$ cat config.mk
export PLATFORM = sky130hd
export DESIGN_NAME = rc_channel_normalizer
export DESIGN_NICKNAME = d
export VERILOG_FILES = /design/src/hw/rtl/rcn_pkg.sv /design/src/hw/rtl/rcn_cal_table.sv /design/src/hw/rtl/rcn_link_mon.sv /design/src/hw/rtl/rcn_divider.sv /design/src/hw/rtl/rc_channel_normalizer.sv
export SDC_FILE = /design/constraint.sdc
export NUM_CORES = 2
export LEC_CHECK = 0
export ABC_AREA = 1
export BUFFER_PORTS_ARGS = -buffer_cell sky130_fd_sc_hd__buf_2
export CORE_ASPECT_RATIO = 1.4
export CORE_MARGIN = 4
export CORE_UTILIZATION = 40
export CTS_BUF_LIST = sky130_fd_sc_hd__clkbuf_2 sky130_fd_sc_hd__clkbuf_4 sky130_fd_sc_hd__clkbuf_8
export DETAILED_ROUTE_END_ITERATION = 10
export GPL_ROUTABILITY_DRIVEN = 0
export SYNTH_ARGS = -nofsm -noshare
export SYNTH_HDL_FRONTEND = slang
export SYNTH_HIERARCHICAL = 1
export SYNTH_SLANG_ARGS = --single-unit
$ cat constraint.sdc
create_clock -name aclk -period 11.4 [get_ports aclk]
set_clock_uncertainty 0.05 [all_clocks]
set_input_delay 1.14 -clock aclk [delete_from_list [all_inputs] [get_ports aclk]]
set_output_delay 1.14 -clock aclk [all_outputs]
set_load 0.05 [all_outputs]
$ cat src/hw/rtl/rcn_pkg.sv
// ----------------------------------------------------------------------------
// rcn_pkg
// Shared types and constants of the RC channel normalizer: command codes,
// calibration limits and reset values, and the structs passed between the
// calibration table, the link monitor and the top level.
// ----------------------------------------------------------------------------
package rcn_pkg;

    // field widths
    localparam int CH_W     = 5;   // channel index
    localparam int PW_W     = 12;  // pulse width in microseconds
    localparam int DZI_W    = 10;  // dead zone as written
    localparam int DZ_W     = 7;   // dead zone as stored (0..100)
    localparam int SPAN_W   = 11;  // max - min, at most 1400
    localparam int RSSI_W   = 8;
    localparam int CNT_W    = 6;   // channels per frame, 0..32
    localparam int TMO_W    = 16;  // signal loss timeout
    localparam int ELAPSED_W = 17;
    localparam int PROD_W   = 21;  // dead zone products
    localparam int VALUE_W  = 16;  // normalized output

    // parameter defaults
    localparam int CHANNELS_DEF      = 18;
    localparam int FRACTION_BITS_DEF = 14;

    // calibration limits
    localparam logic [PW_W-1:0]  CAL_MIN_LO = PW_W'(800);
    localparam logic [PW_W-1:0]  CAL_MIN_HI = PW_W'(1500);
    localparam logic [PW_W-1:0]  CAL_MAX_LO = PW_W'(1500);
    localparam logic [PW_W-1:0]  CAL_MAX_HI = PW_W'(2200);
    localparam logic [DZI_W-1:0] CAL_DZ_HI  = DZI_W'(100);
    localparam logic [PROD_W-1:0] DZ_SCALE  = PROD_W'(1000);

    // reset values
    localparam logic [PW_W-1:0]      MIN_RST     = PW_W'(1000);
    localparam logic [PW_W-1:0]      MAX_RST     = PW_W'(2000);
    localparam logic [DZ_W-1:0]      DZ_RST      = DZ_W'(5);
    localparam logic [TMO_W-1:0]     TIMEOUT_RST = TMO_W'(1000);
    localparam logic [RSSI_W-1:0]    RSSI_RST    = RSSI_W'(255);
    localparam logic [ELAPSED_W-1:0] ELAPSED_MAX = '1;

    typedef enum logic [1:0] {
        CMD_SAMPLE = 2'd0,
        CMD_TICK   = 2'd1,
        CMD_CAL    = 2'd2
    } cmd_t;

    typedef struct packed {
        logic [PW_W-1:0] min_pw;
        logic [PW_W-1:0] max_pw;
        logic [DZ_W-1:0] deadzone;
        logic            reverse;
    } cal_entry_t;

    typedef struct packed {
        logic              frame;   // last sample of a frame
        logic              tick;    // millisecond tick
        logic [RSSI_W-1:0] rssi;
        logic              avail;
        logic [CH_W-1:0]   ch;
    } frame_req_t;

    typedef struct packed {
        logic              link_ok;
        logic [RSSI_W-1:0] rssi;
        logic [CNT_W-1:0]  count;
    } link_status_t;

endpackage

$ cat src/hw/rtl/rcn_cal_table.sv
// ----------------------------------------------------------------------------
// rcn_cal_table
// Per-channel calibration entries with clamping on write and a registered
// read port.
// ----------------------------------------------------------------------------
module rcn_cal_table #(
    parameter int CHANNELS = rcn_pkg::CHANNELS_DEF
) (
    input  logic                         aclk,
    input  logic                         aresetn,
    input  logic                         wr_en,
    input  logic [rcn_pkg::CH_W-1:0]     wr_ch,
    input  logic [rcn_pkg::PW_W-1:0]     wr_min,
    input  logic [rcn_pkg::PW_W-1:0]     wr_max,
    input  logic [rcn_pkg::DZI_W-1:0]    wr_deadzone,
    input  logic                         wr_reverse,
    input  logic                         rd_en,
    input  logic [rcn_pkg::CH_W-1:0]     rd_ch,
    output rcn_pkg::cal_entry_t          rd_entry
);
    import rcn_pkg::*;

    localparam int IDX_W = (CHANNELS > 1) ? $clog2(CHANNELS) : 1;

    cal_entry_t table_reg [CHANNELS];
    cal_entry_t rd_entry_reg;
    cal_entry_t wr_entry;
    logic       wr_ok;

    assign wr_ok = ({1'b0, wr_ch} < (CH_W + 1)'(CHANNELS));

    always_comb begin
        priority if (wr_min < CAL_MIN_LO) begin
            wr_entry.min_pw = CAL_MIN_LO;
        end else if (wr_min > CAL_MIN_HI) begin
            wr_entry.min_pw = CAL_MIN_HI;
        end else begin
            wr_entry.min_pw = wr_min;
        end
        priority if (wr_max < CAL_MAX_LO) begin
            wr_entry.max_pw = CAL_MAX_LO;
        end else if (wr_max > CAL_MAX_HI) begin
            wr_entry.max_pw = CAL_MAX_HI;
        end else begin
            wr_entry.max_pw = wr_max;
        end
        if (wr_deadzone > CAL_DZ_HI) begin
            wr_entry.deadzone = CAL_DZ_HI[DZ_W-1:0];
        end else begin
            wr_entry.deadzone = wr_deadzone[DZ_W-1:0];
        end
        wr_entry.reverse = wr_reverse;
    end

    always_ff @(posedge aclk) begin
        if (!aresetn) begin
            for (int i = 0; i < CHANNELS; i++) begin
                table_reg[i] <= '{min_pw: MIN_RST, max_pw: MAX_RST,
                                  deadzone: DZ_RST, reverse: 1'b0};
            end
        end else if (wr_en && wr_ok) begin
            table_reg[wr_ch[IDX_W-1:0]] <= wr_entry;
        end
    end

    // out-of-range reads are never used downstream
    always_ff @(posedge aclk) begin
        if (rd_en) begin
            rd_entry_reg <= table_reg[rd_ch[IDX_W-1:0]];
        end
    end

    assign rd_entry = rd_entry_reg;

endmodule

$ cat src/hw/rtl/rcn_link_mon.sv
// ----------------------------------------------------------------------------
// rcn_link_mon
// Link supervision: records frame status on the last sample of a frame and
// counts millisecond ticks against the signal loss timeout.
// ----------------------------------------------------------------------------
module rcn_link_mon #(
    parameter int CHANNELS = rcn_pkg::CHANNELS_DEF
) (
    input  logic                       aclk,
    input  logic                       aresetn,
    input  logic                       cfg_we,
    input  logic [rcn_pkg::TMO_W-1:0]  cfg_wdata,
    input  rcn_pkg::frame_req_t        req,
    output rcn_pkg::link_status_t      status
);
    import rcn_pkg::*;

    logic [TMO_W-1:0]     timeout_reg;
    logic [ELAPSED_W-1:0] elapsed_reg;
    logic [ELAPSED_W-1:0] elapsed_inc;
    logic                 link_reg;
    logic [RSSI_W-1:0]    rssi_reg;
    logic [CNT_W-1:0]     count_reg;
    logic [CNT_W-1:0]     count_new;

    assign elapsed_inc = (elapsed_reg == ELAPSED_MAX) ? elapsed_reg
                                                      : elapsed_reg + 1'b1;
    assign count_new = (CNT_W'(req.ch) + 1'b1 > CNT_W'(CHANNELS)) ? CNT_W'(CHANNELS)
                                                                 : CNT_W'(req.ch) + 1'b1;

    always_ff @(posedge aclk) begin
        if (!aresetn) begin
            timeout_reg <= TIMEOUT_RST;
            elapsed_reg <= '0;
            link_reg    <= 1'b0;
            rssi_reg    <= RSSI_RST;
            count_reg   <= '0;
        end else begin
            if (cfg_we) begin
                timeout_reg <= cfg_wdata;
            end
            if (req.frame) begin
                rssi_reg    <= req.rssi;
                count_reg   <= count_new;
                link_reg    <= req.avail;
                elapsed_reg <= '0;
            end else if (req.tick) begin
                elapsed_reg <= elapsed_inc;
                // drop the link once the count passes the timeout
                if (elapsed_inc > ELAPSED_W'(timeout_reg)) begin
                    link_reg <= 1'b0;
                end
            end
        end
    end

    assign status = '{link_ok: link_reg, rssi: rssi_reg, count: count_reg};

endmodule

$ cat src/hw/rtl/rcn_divider.sv
// ----------------------------------------------------------------------------
// rcn_divider
// Restoring divider, one quotient bit per cycle. The numerator's low QW bits
// shift out of a register as the quotient bits shift in.
// ----------------------------------------------------------------------------
module rcn_divider #(
    parameter int QW = rcn_pkg::FRACTION_BITS_DEF + 2,
    parameter int DW = rcn_pkg::SPAN_W + 1,
    localparam int NW = DW + QW
) (
    input  logic          aclk,
    input  logic          aresetn,
    input  logic          start,
    input  logic [NW-1:0] numer,
    input  logic [DW-1:0] denom,
    output logic          done,
    output logic [QW-1:0] quot
);
    localparam int CW = $clog2(QW + 1);

    logic [DW-1:0] rem_reg;
    logic [QW-1:0] shift_reg;
    logic [DW-1:0] denom_reg;
    logic [CW-1:0] cnt_reg;
    logic          busy_reg;
    logic [DW:0]   trial;
    logic          fits;

    assign trial = {rem_reg, shift_reg[QW-1]};
    assign fits  = (trial >= {1'b0, denom_reg});

    always_ff @(posedge aclk) begin
        if (!aresetn) begin
            busy_reg <= 1'b0;
            cnt_reg  <= '0;
        end else if (start) begin
            busy_reg <= 1'b1;
            cnt_reg  <= CW'(QW);
        end else if (busy_reg) begin
            cnt_reg <= cnt_reg - 1'b1;
            if (cnt_reg == CW'(1)) begin
                busy_reg <= 1'b0;
            end
        end
    end

    // top part of the numerator is below the divisor, so QW steps suffice
    always_ff @(posedge aclk) begin
        if (start) begin
            rem_reg   <= numer[NW-1:QW];
            shift_reg <= numer[QW-1:0];
            denom_reg <= denom;
        end else if (busy_reg) begin
            rem_reg   <= fits ? DW'(trial - {1'b0, denom_reg}) : trial[DW-1:0];
            shift_reg <= {shift_reg[QW-2:0], fits};
        end
    end

    assign done = busy_reg && (cnt_reg == CW'(1));
    assign quot = shift_reg;

endmodule

$ cat src/hw/rtl/rc_channel_normalizer.sv
// ----------------------------------------------------------------------------
// rc_channel_normalizer
// Calibrates RC channel pulse widths to a signed Q1.FRACTION_BITS value,
// applies dead zone and reverse, and supervises the radio link.
// ----------------------------------------------------------------------------
// One request is in flight at a time. A channel sample passes the span, load
// and divide states, waiting in the divide state until the restoring divider,
// which yields one quotient bit per cycle, is done; a zero-span sample skips
// the divider, and a sample beyond the table, ticks and calibration writes go
// straight to the done state. The result register lets the next request
// enter while a result still waits. Command rides on s_tuser, last_channel on
// s_tlast, value_valid on m_tuser. The user writes the timeout register through
// cfg_we/cfg_wdata only while the block is idle; the block does not enforce it.
// Calibration entries are written in band with the calibration command.
// ----------------------------------------------------------------------------
module rc_channel_normalizer #(
    parameter int CHANNELS      = rcn_pkg::CHANNELS_DEF,
    parameter int FRACTION_BITS = rcn_pkg::FRACTION_BITS_DEF
) (
    input  logic                       aclk,
    input  logic                       aresetn,
    input  logic                       cfg_we,
    input  logic [rcn_pkg::TMO_W-1:0]  cfg_wdata,
    input  logic                       s_tvalid,
    output logic                       s_tready,
    // channel_index, raw_value, rssi, signal_available, cal_min, cal_max,
    // cal_deadzone, cal_reverse, zero fill
    input  logic [63:0]                s_tdata,
    input  logic [1:0]                 s_tuser,   // command
    input  logic                       s_tlast,   // last_channel
    output logic                       m_tvalid,
    input  logic                       m_tready,
    // out_channel, value, in_dead_zone, link_ok, rssi_out, channel_count,
    // zero fill
    output logic [39:0]                m_tdata,
    output logic                       m_tuser    // value_valid
);
    import rcn_pkg::*;

    localparam int QW = FRACTION_BITS + 2;
    localparam int DW = SPAN_W + 1;
    localparam int NW = DW + QW;
    localparam logic [QW-1:0] HALF = QW'(1) << FRACTION_BITS;

    typedef enum logic [2:0] {
        ST_IDLE,
        ST_SPAN,
        ST_LOAD,
        ST_DIV,
        ST_DONE
    } state_t;

    state_t            state_reg;
    cmd_t              cmd_reg;
    logic [CH_W-1:0]   ch_reg;
    logic [PW_W-1:0]   raw_reg;
    logic              ch_ok_reg;
    logic [SPAN_W-1:0] span_reg;
    logic [SPAN_W-1:0] d_reg;
    logic              zero_reg;
    logic              one_reg;
    logic [PROD_W-1:0] prod_d_reg;
    logic [PROD_W-1:0] prod_s_reg;
    logic              m_tvalid_reg;
    logic              m_tuser_reg;
    logic [39:0]       m_tdata_reg;

    // unpacked input fields
    cmd_t               in_cmd;
    logic [CH_W-1:0]    in_ch;
    logic [PW_W-1:0]    in_raw;
    logic [RSSI_W-1:0]  in_rssi;
    logic               in_avail;
    logic [PW_W-1:0]    in_cmin;
    logic [PW_W-1:0]    in_cmax;
    logic [DZI_W-1:0]   in_cdz;
    logic               in_crev;

    logic               accept;
    logic               out_load;
    cal_entry_t         cal;
    frame_req_t         freq;
    link_status_t       link;

    logic [SPAN_W-1:0]  span_c;
    logic [PW_W:0]      diff_c;
    logic [SPAN_W-1:0]  dclamp_c;
    logic [SPAN_W-1:0]  d_c;
    logic               one_c;

    logic               div_start;
    logic               div_done;
    logic [NW-1:0]      div_numer;
    logic [QW-1:0]      div_quot;

    logic                    res_valid;
    logic                    res_dz;
    logic signed [QW-1:0]    res_q;
    logic [VALUE_W-1:0]      res_val;

    assign in_cmd   = cmd_t'(s_tuser);
    assign in_ch    = s_tdata[4:0];
    assign in_raw   = s_tdata[16:5];
    assign in_rssi  = s_tdata[24:17];
    assign in_avail = s_tdata[25];
    assign in_cmin  = s_tdata[37:26];
    assign in_cmax  = s_tdata[49:38];
    assign in_cdz   = s_tdata[59:50];
    assign in_crev  = s_tdata[60];

    assign s_tready = (state_reg == ST_IDLE);
    assign accept   = s_tvalid && s_tready;
    assign out_load = (state_reg == ST_DONE) && (!m_tvalid_reg || m_tready);

    assign freq = '{frame: accept && (in_cmd == CMD_SAMPLE) && s_tlast,
                    tick:  accept && (in_cmd == CMD_TICK),
                    rssi:  in_rssi, avail: in_avail, ch: in_ch};

    rcn_cal_table #(
        .CHANNELS (CHANNELS)
    ) u_table (
        .aclk        (aclk),
        .aresetn     (aresetn),
        .wr_en       (accept && (in_cmd == CMD_CAL)),
        .wr_ch       (in_ch),
        .wr_min      (in_cmin),
        .wr_max      (in_cmax),
        .wr_deadzone (in_cdz),
        .wr_reverse  (in_crev),
        .rd_en       (accept),
        .rd_ch       (in_ch),
        .rd_entry    (cal)
    );

    rcn_link_mon #(
        .CHANNELS (CHANNELS)
    ) u_link (
        .aclk      (aclk),
        .aresetn   (aresetn),
        .cfg_we    (cfg_we),
        .cfg_wdata (cfg_wdata),
        .req       (freq),
        .status    (link)
    );

    // span and clamped, reversed distance from min
    always_comb begin
        span_c = SPAN_W'(cal.max_pw - cal.min_pw);
        diff_c = {1'b0, raw_reg} - {1'b0, cal.min_pw};
        priority if (diff_c[PW_W]) begin
            dclamp_c = '0;
        end else if (diff_c[PW_W-1:0] > PW_W'(span_c)) begin
            dclamp_c = span_c;
        end else begin
            dclamp_c = diff_c[SPAN_W-1:0];
        end
        d_c   = cal.reverse ? span_c - dclamp_c : dclamp_c;
        one_c = (raw_reg > cal.min_pw) ^ cal.reverse;
    end

    // quotient of (d * 2^(F+2) + span) / (2 * span)
    assign div_numer = (NW'(d_reg) << QW) + NW'(span_reg);
    assign div_start = (state_reg == ST_LOAD) && !zero_reg;

    rcn_divider #(
        .QW (QW),
        .DW (DW)
    ) u_div (
        .aclk    (aclk),
        .aresetn (aresetn),
        .start   (div_start),
        .numer   (div_numer),
        .denom   ({span_reg, 1'b0}),
        .done    (div_done),
        .quot    (div_quot)
    );

    always_comb begin
        res_valid = (cmd_reg == CMD_SAMPLE) && ch_ok_reg;
        res_q     = signed'(div_quot - HALF);
        res_dz    = 1'b0;
        res_val   = '0;
        if (res_valid) begin
            if (zero_reg) begin
                res_dz  = !one_reg;
                res_val = one_reg ? VALUE_W'(signed'(HALF)) : '0;
            end else begin
                res_dz  = (prod_d_reg <= prod_s_reg);
                res_val = res_dz ? '0 : VALUE_W'(res_q);
            end
        end
    end

    always_ff @(posedge aclk) begin
        if (!aresetn) begin
            state_reg    <= ST_IDLE;
            m_tvalid_reg <= 1'b0;
        end else begin
            if (m_tready && !out_load) begin
                m_tvalid_reg <= 1'b0;
            end
            unique case (state_reg)
                ST_IDLE: begin
                    if (accept) begin
                        cmd_reg   <= in_cmd;
                        ch_reg    <= in_ch;
                        raw_reg   <= in_raw;
                        ch_ok_reg <= ({1'b0, in_ch} < (CH_W + 1)'(CHANNELS));
                        if ((in_cmd == CMD_SAMPLE) &&
                            ({1'b0, in_ch} < (CH_W + 1)'(CHANNELS))) begin
                            state_reg <= ST_SPAN;
                        end else begin
                            state_reg <= ST_DONE;
                        end
                    end
                end
                ST_SPAN: begin
                    span_reg  <= span_c;
                    d_reg     <= d_c;
                    zero_reg  <= (span_c == '0);
                    one_reg   <= one_c;
                    state_reg <= ST_LOAD;
                end
                ST_LOAD: begin
                    prod_d_reg <= PROD_W'(d_reg) * DZ_SCALE;
                    prod_s_reg <= PROD_W'(cal.deadzone) * PROD_W'(span_reg);
                    state_reg  <= zero_reg ? ST_DONE : ST_DIV;
                end
                ST_DIV: begin
                    if (div_done) begin
                        state_reg <= ST_DONE;
                    end
                end
                ST_DONE: begin
                    if (out_load) begin
                        m_tvalid_reg <= 1'b1;
                        m_tuser_reg  <= res_valid;
                        m_tdata_reg  <= {3'b000, link.count, link.rssi, link.link_ok,
                                         res_dz, res_val, ch_reg};
                        state_reg    <= ST_IDLE;
                    end
                end
                default: begin
                    state_reg <= ST_IDLE;
                end
            endcase
        end
    end

    assign m_tvalid = m_tvalid_reg;
    assign m_tuser  = m_tuser_reg;
    assign m_tdata  = m_tdata_reg;

`ifndef SYNTHESIS
    a_no_div_on_zero_span: assert property (@(posedge aclk) disable iff (!aresetn)
        div_start |-> !zero_reg)
        else $error("divider started on a zero span");

    a_done_only_in_div: assert property (@(posedge aclk) disable iff (!aresetn)
        div_done |-> (state_reg == ST_DIV))
        else $error("divider finished outside the divide state");

    a_one_in_flight: assert property (@(posedge aclk) disable iff (!aresetn)
        accept |=> !s_tready)
        else $error("request accepted while another is in flight");

    a_valid_only_sample: assert property (@(posedge aclk) disable iff (!aresetn)
        (out_load && res_valid) |-> (cmd_reg == CMD_SAMPLE))
        else $error("value marked valid for a non-sample request");

    a_deadzone_zero: assert property (@(posedge aclk) disable iff (!aresetn)
        (m_tvalid && m_tdata[21]) |-> (m_tdata[20:5] == '0))
        else $error("dead zone result with nonzero value");
`endif

endmodule
Word level (Yosys, flattened, before mapping)
Memories as Yosys holds them, arrays and structs flattened. A register that Yosys moved wholly into a read port is not among the register bits.
Index checks and enable logic that the tools add are counted.
{"block": "totals", "rom_bits": 0, "n_memories": 1, "mem_bits_rw": 576, "ff_bits": 215, "inputBits": 88, "latch_bits": 0}
{"block": "op_classes", "shifts": 0, "eq_ne": 11, "n_div": 0, "n_addsub": 9, "reduce_logical": 33, "bitwise": 2, "n_mux": 43, "mul": 2, "n_lt_le_gt_ge": 12}
{"name": "u_table.table_reg", "words": 18, "width": 32, "rd": 1, "rd_ports_with_merged_regs": 1, "wr": 18, "line": "rcn_cal_table.sv:25", "rtl": "cal_entry_t table_reg [CHANNELS];"}
{"cell": "two-way mux 12 bit", "count": 7}
{"cell": "two-way mux 16 bit", "count": 4}
{"cell": "two-way mux 11 bit", "count": 3}
{"cell": "two-way mux 32 bit", "count": 1}
{"cell": "OR reduction 32 bit", "count": 1}
{"cell": "adder 27 x 11 -> 28 bit", "count": 1}
{"cell": "subtractor 11 bit", "count": 2}
{"cell": "<= comparator 21 x 18 -> 1 bit", "count": 1}
{"cell": "multiplier 11 x 7 -> 18 bit (second input constant)", "count": 1}
{"cell": "multiplier 7 x 11 -> 18 bit", "count": 1}
{"cell": "adder 17 x 1 -> 17 bit (second input constant)", "count": 1}
{"cell": "equality test 17 bit (second input constant)", "count": 1}
{"cell": "> comparator 17 x 16 -> 1 bit", "count": 1}
{"cell": "two-way mux 17 bit", "count": 1}
{"cell": "subtractor 16 x 15 -> 16 bit (second input constant)", "count": 1}
{"cell": "two-way mux 1 bit", "count": 15}
{"cell": "two-way mux 15 bit", "count": 1}
{"cell": "two-way mux 3 bit", "count": 5}
{"cell": "two-way mux 5 bit", "count": 3}
{"cell": "case mux 3 bit (5 select lines)", "count": 1}
{"cell": "greater-or-equal comparator 13 x 12 -> 1 bit", "count": 1}
{"cell": "subtractor 12 x 12 -> 13 bit", "count": 1}
{"cell": "> comparator 12 x 11 -> 1 bit", "count": 1}
{"cell": "> comparator 12 x 11 -> 1 bit (second input constant)", "count": 1}
{"cell": "32 further kinds", "count": 56}

Logic depth before layout (Yosys ltp)
{"block": "depth", "depth_word": 9, "ltp_mapped": 47, "ltp_nobuf": 47}

Cells and area by module
The synthesis kept the hierarchy.
{"mod": "rcn_cal_table", "instances": 1, "seq_area_each_um2": 31710.4, "area_per_inst_um2": 45222.1, "cells_per_inst": 4262}
{"mod": "rc_channel_normalizer", "instances": 1, "seq_area_each_um2": 3623.5, "area_per_inst_um2": 10682.7, "cells_per_inst": 1124}
{"mod": "rcn_divider", "instances": 1, "seq_area_each_um2": 1321.3, "area_per_inst_um2": 2879.0, "cells_per_inst": 348}
{"mod": "rcn_link_mon", "instances": 1, "seq_area_each_um2": 960.9, "area_per_inst_um2": 2737.6, "cells_per_inst": 369}

Worst setup path before layout
Ideal clock, no wire load.
{"block": "synth_path", "path_kind": "flip-flop to flip-flop", "from": "register raw_reg[2]", "to": "register d_reg[10], data pin", "slack_ns": 6.655, "arrival_time_ns": 4.442, "period_less_slack_ns": 4.745, "stages_incl_launch_ff": 47, "required_time_ns": 11.097, "setup_ns": 0.253, "path_cell_list": "edfxtp_1 -> ha_1 -> nand2_1 -> nand2_1 -> nand2_1 -> nand2_1 -> a21oi_1 -> nor2_1 -> nor2_1 -> xor2_1 -> inv_1 -> ha_1 -> nand4_1 -> inv_1 -> nand2_1 -> nand2_1 -> nand2_1 -> nand2_1 -> [11 not listed] -> inv_1 -> nand3_1 -> nand2_1 -> nand3_1 -> nand2_1 -> nand2_1 -> nand2_1 -> a21oi_1 -> nor2_1 -> nor2_1 -> inv_1 -> nand2_1 -> nand4_1 -> nand2_1 -> nand3_1 -> nand2_1 -> nand2_1 -> nand2_1"}
{"block": "synth_between", "elab_chain_len": 6}
{"item": "start: declaration", "line": "rc_channel_normalizer.sv:56", "rtl": "logic [PW_W-1:0] raw_reg;"}
{"item": "start signal: assignment", "line": "rc_channel_normalizer.sv:207", "rtl": "raw_reg <= in_raw;"}
{"item": "subtractor 12 x 12 -> 13 bit (*)", "line": "rc_channel_normalizer.sv:149", "rtl": "diff_c = {1'b0, raw_reg} - {1'b0, cal.min_pw};"}
{"item": "> comparator 12 x 11 -> 1 bit", "line": "rc_channel_normalizer.sv:152", "rtl": "end else if (diff_c[PW_W-1:0] > PW_W'(span_c)) begin"}
{"item": "two-way mux 11 bit", "line": "rc_channel_normalizer.sv:152"}
{"item": "two-way mux 11 bit (*)", "line": "rc_channel_normalizer.sv:150", "rtl": "priority if (diff_c[PW_W]) begin"}
{"item": "subtractor 11 bit", "line": "rc_channel_normalizer.sv:157", "rtl": "d_c = cal.reverse ? span_c - dclamp_c : dclamp_c;"}
{"item": "two-way mux 11 bit (*)", "line": "rc_channel_normalizer.sv:157"}
{"item": "via d_c[10]", "line": "rc_channel_normalizer.sv:88", "rtl": "logic [SPAN_W-1:0] d_c;"}
{"item": "end signal: assignment", "line": "rc_channel_normalizer.sv:219", "rtl": "d_reg <= d_c;"}
{"item": "end: declaration", "line": "rc_channel_normalizer.sv:59", "rtl": "logic [SPAN_W-1:0] d_reg;"}
Mark *: on every way through the listed nets, which the timed path passes. The rest lies on a longest branch.
A chain may end at the register's enable or synchronous reset.

Final worst setup path
{"block": "layout_path", "from": "register, netlist name u_table/rd_entry[11]", "to": "register d_reg[10], data pin"}
{"block": "layout_between", "elab_chain_len": 6}
{"item": "subtractor 11 bit (*)", "line": "rc_channel_normalizer.sv:148", "rtl": "span_c = SPAN_W'(cal.max_pw - cal.min_pw);"}
{"item": "via span_c[6]", "line": "rc_channel_normalizer.sv:85", "rtl": "logic [SPAN_W-1:0] span_c;"}
{"item": "> comparator 12 x 11 -> 1 bit", "line": "rc_channel_normalizer.sv:152"}
{"item": "two-way mux 11 bit", "line": "rc_channel_normalizer.sv:152"}
{"item": "two-way mux 11 bit", "line": "rc_channel_normalizer.sv:150"}
{"item": "subtractor 11 bit", "line": "rc_channel_normalizer.sv:157"}
{"item": "two-way mux 11 bit (*)", "line": "rc_channel_normalizer.sv:157"}
{"item": "via d_c[10]", "line": "rc_channel_normalizer.sv:88"}
Marked as above.

==> out/qor.txt <==
DIE AREA: 157000 um^2
synthesized area per cell: 10.0 um^2
critical path class: reg -> reg
Detailed Route WL: 153000 um
via count: 43.0k
worst skew pair latency: 920 ps
Max FO, Critical Path: 19
post-CTS sizing: 0
Yosys warning count: 6
Worst Setup End Kind: flip-flop
FP Rows: 168
Required @ worst endpoint: 11980 ps
CP Data Arrival Time: 6330 ps
Post-DP Area: 64400 um^2
Mapped Cells: 6003
Design Power: 10.5 mW
CP max stage cell: xor2_1
DR vias/cell: 4.96
Inserted Clock Buffers: 195
Layout area overhead: 13.3%
fin cells: 8665
Clock Power Share: 35.4%
total core area: 150000 um^2
postcts setup bufs: 0
drc violations: 0
final hold vios: 0
filler instances: 14.2k
die width: 336 um
slew at the pin closest to its max-slew limit: 1350 ps
Syn Std Cell Area: 60200 um^2
Pwr per Cell Area: 154 nW/um^2
switching share of power: 27.5%
Fin Hold WS: 367 ps
CTS tree: built
max-cap violation count: 0
layout cells sized above 1: 9.82%
vias in the first global route: 42.5k
Sum Neg Setup Slack: 0 ps
Top delay family on crit path: simple AND/OR/NAND/NOR gates
RSZ-0062 raised after global routing: false
Max VDD drop: 0.0000886 V
Design Area, Final: 68200 um^2
first drt pass iteration count: 6
Leak: 27.4 nW
layout net count: 6900
first-pass GRT wire length: 236000 um
GRT Util Overall: 19.4%
Critical Path Source Type: flip-flop
Worst path max stage delay: 420 ps
Hold Buf Count CTS: 0
max reg flops: 992
pin count of the biggest net entering global routing: 183
clock tree buffer depth: 3
clk slew on worst S/H paths: 60 ps
io pins: 131
final worst slack: 5660 ps
Place WS: 5730 ps
Iteration-0 DRC Markers: 2815
Chip Height: 467 um
CP most frequent cell: nand2_1
NetSw: 2.89 mW
Crit path buffers/inverters: 4
grt ovf: 0
CTS root buffer: clkbuf_8
max-slew violations: 0
Reg power frac: 49.3%
# H-tree levels: 4
I/O Buffers: 124
Comb pwr share: 15.3%
Final Util: 45.6%
initial antenna violation count: 7
Clock Sink Count: 1239
Slew headroom: 9.79%
Final ANT Viol Nets: 0
Setup-failing EPs final: 0
Int Pwr: 7.65 mW
Tmin final: 5740 ps
f_max: 174 MHz
wire per inst: 17.6 um
Final HPWL DP: 95200 um
Initial Util: 40.3%
fin crit share: 50.4%
Hold WC Path Type: in -> reg
placed insts: 8320
outcome: finished clean
## cells in the final DEF, fill, tap and decap left out, types with 57 or more instances in the layout
cell	instances
xor2_1	57
buf_2	120
buf_4	84
clkbuf_4	62
nand3_1	931
conb_1	476
inv_1	429
edfxtp_1	1181
nor2_1	448
dfxtp_1	58
clkbuf_8	197
nand2_1	1842
ha_1	168
a21oi_1	106
fa_1	82
## area by class of cell
cell class / count / area [um^2] / area share, %
inverters: 467 / 1780 / 2.60
well taps: 1955 / 2450 / 3.58
clock buffers: 259 / 3180 / 4.66
clock inverters: 85 / 647 / 0.948
multi-input cells: 4450 / 22200 / 32.6
repair buffers: 209 / 1310 / 1.92
diodes: 1 / 2.50 / 0.00367
flip-flops and latches: 1239 / 36600 / 53.7
## final timing paths
| path | startpoint | end | slack [ps] | depth (start not counted) |
|---|---|---|---|---|
| setup reg to reg | u_table/rd_entry[11] | d_reg[10] | 5660 | 42 |
| hold / removal | s_tdata[12] | raw_reg[7] | 370 | 1 |
| hold reg to reg | ch_reg[2] | m_tdata[2] | 370 | 0 |
| setup / recovery | u_table/rd_entry[11] | d_reg[10] | 5660 | 42 |
## layer usage
metal / vias up / share of wire [%] / global-route usage (%)
met1: 20600 / 39 / 22.5
met4: 4 / 4.1 / 8.52
met5: - / 0.018 / 0
li1: 20800 / - / -
met2: 1252 / 51 / 35.3
met3: 332 / 5.8 / 2.99
## worst reg2reg max path: cells and delay by family (launching register included)
kind | cells | cell delay [ps]
xor gates and xnor gates | 1 | 420
adders and majority gates | 4 | 1330
and+or+nand+nor | 27 | 2000
AOI/OAI and AO/OA | 6 | 880
DFF | 1 | 380
buffers and inverters | 4 | 400
## power groups by stage
stage	clock network, mW	registers [mW]	logic, mW
global placement	0	5.29	1.59
finish	3.73	5.20	1.61
CTS	3.84	5.20	1.62
detailed placement	0	5.30	1.61
floorplan	0	5.29	1.19
global route	4.04	5.21	1.83
No activity file was read; power rests on OpenSTA's default activity.
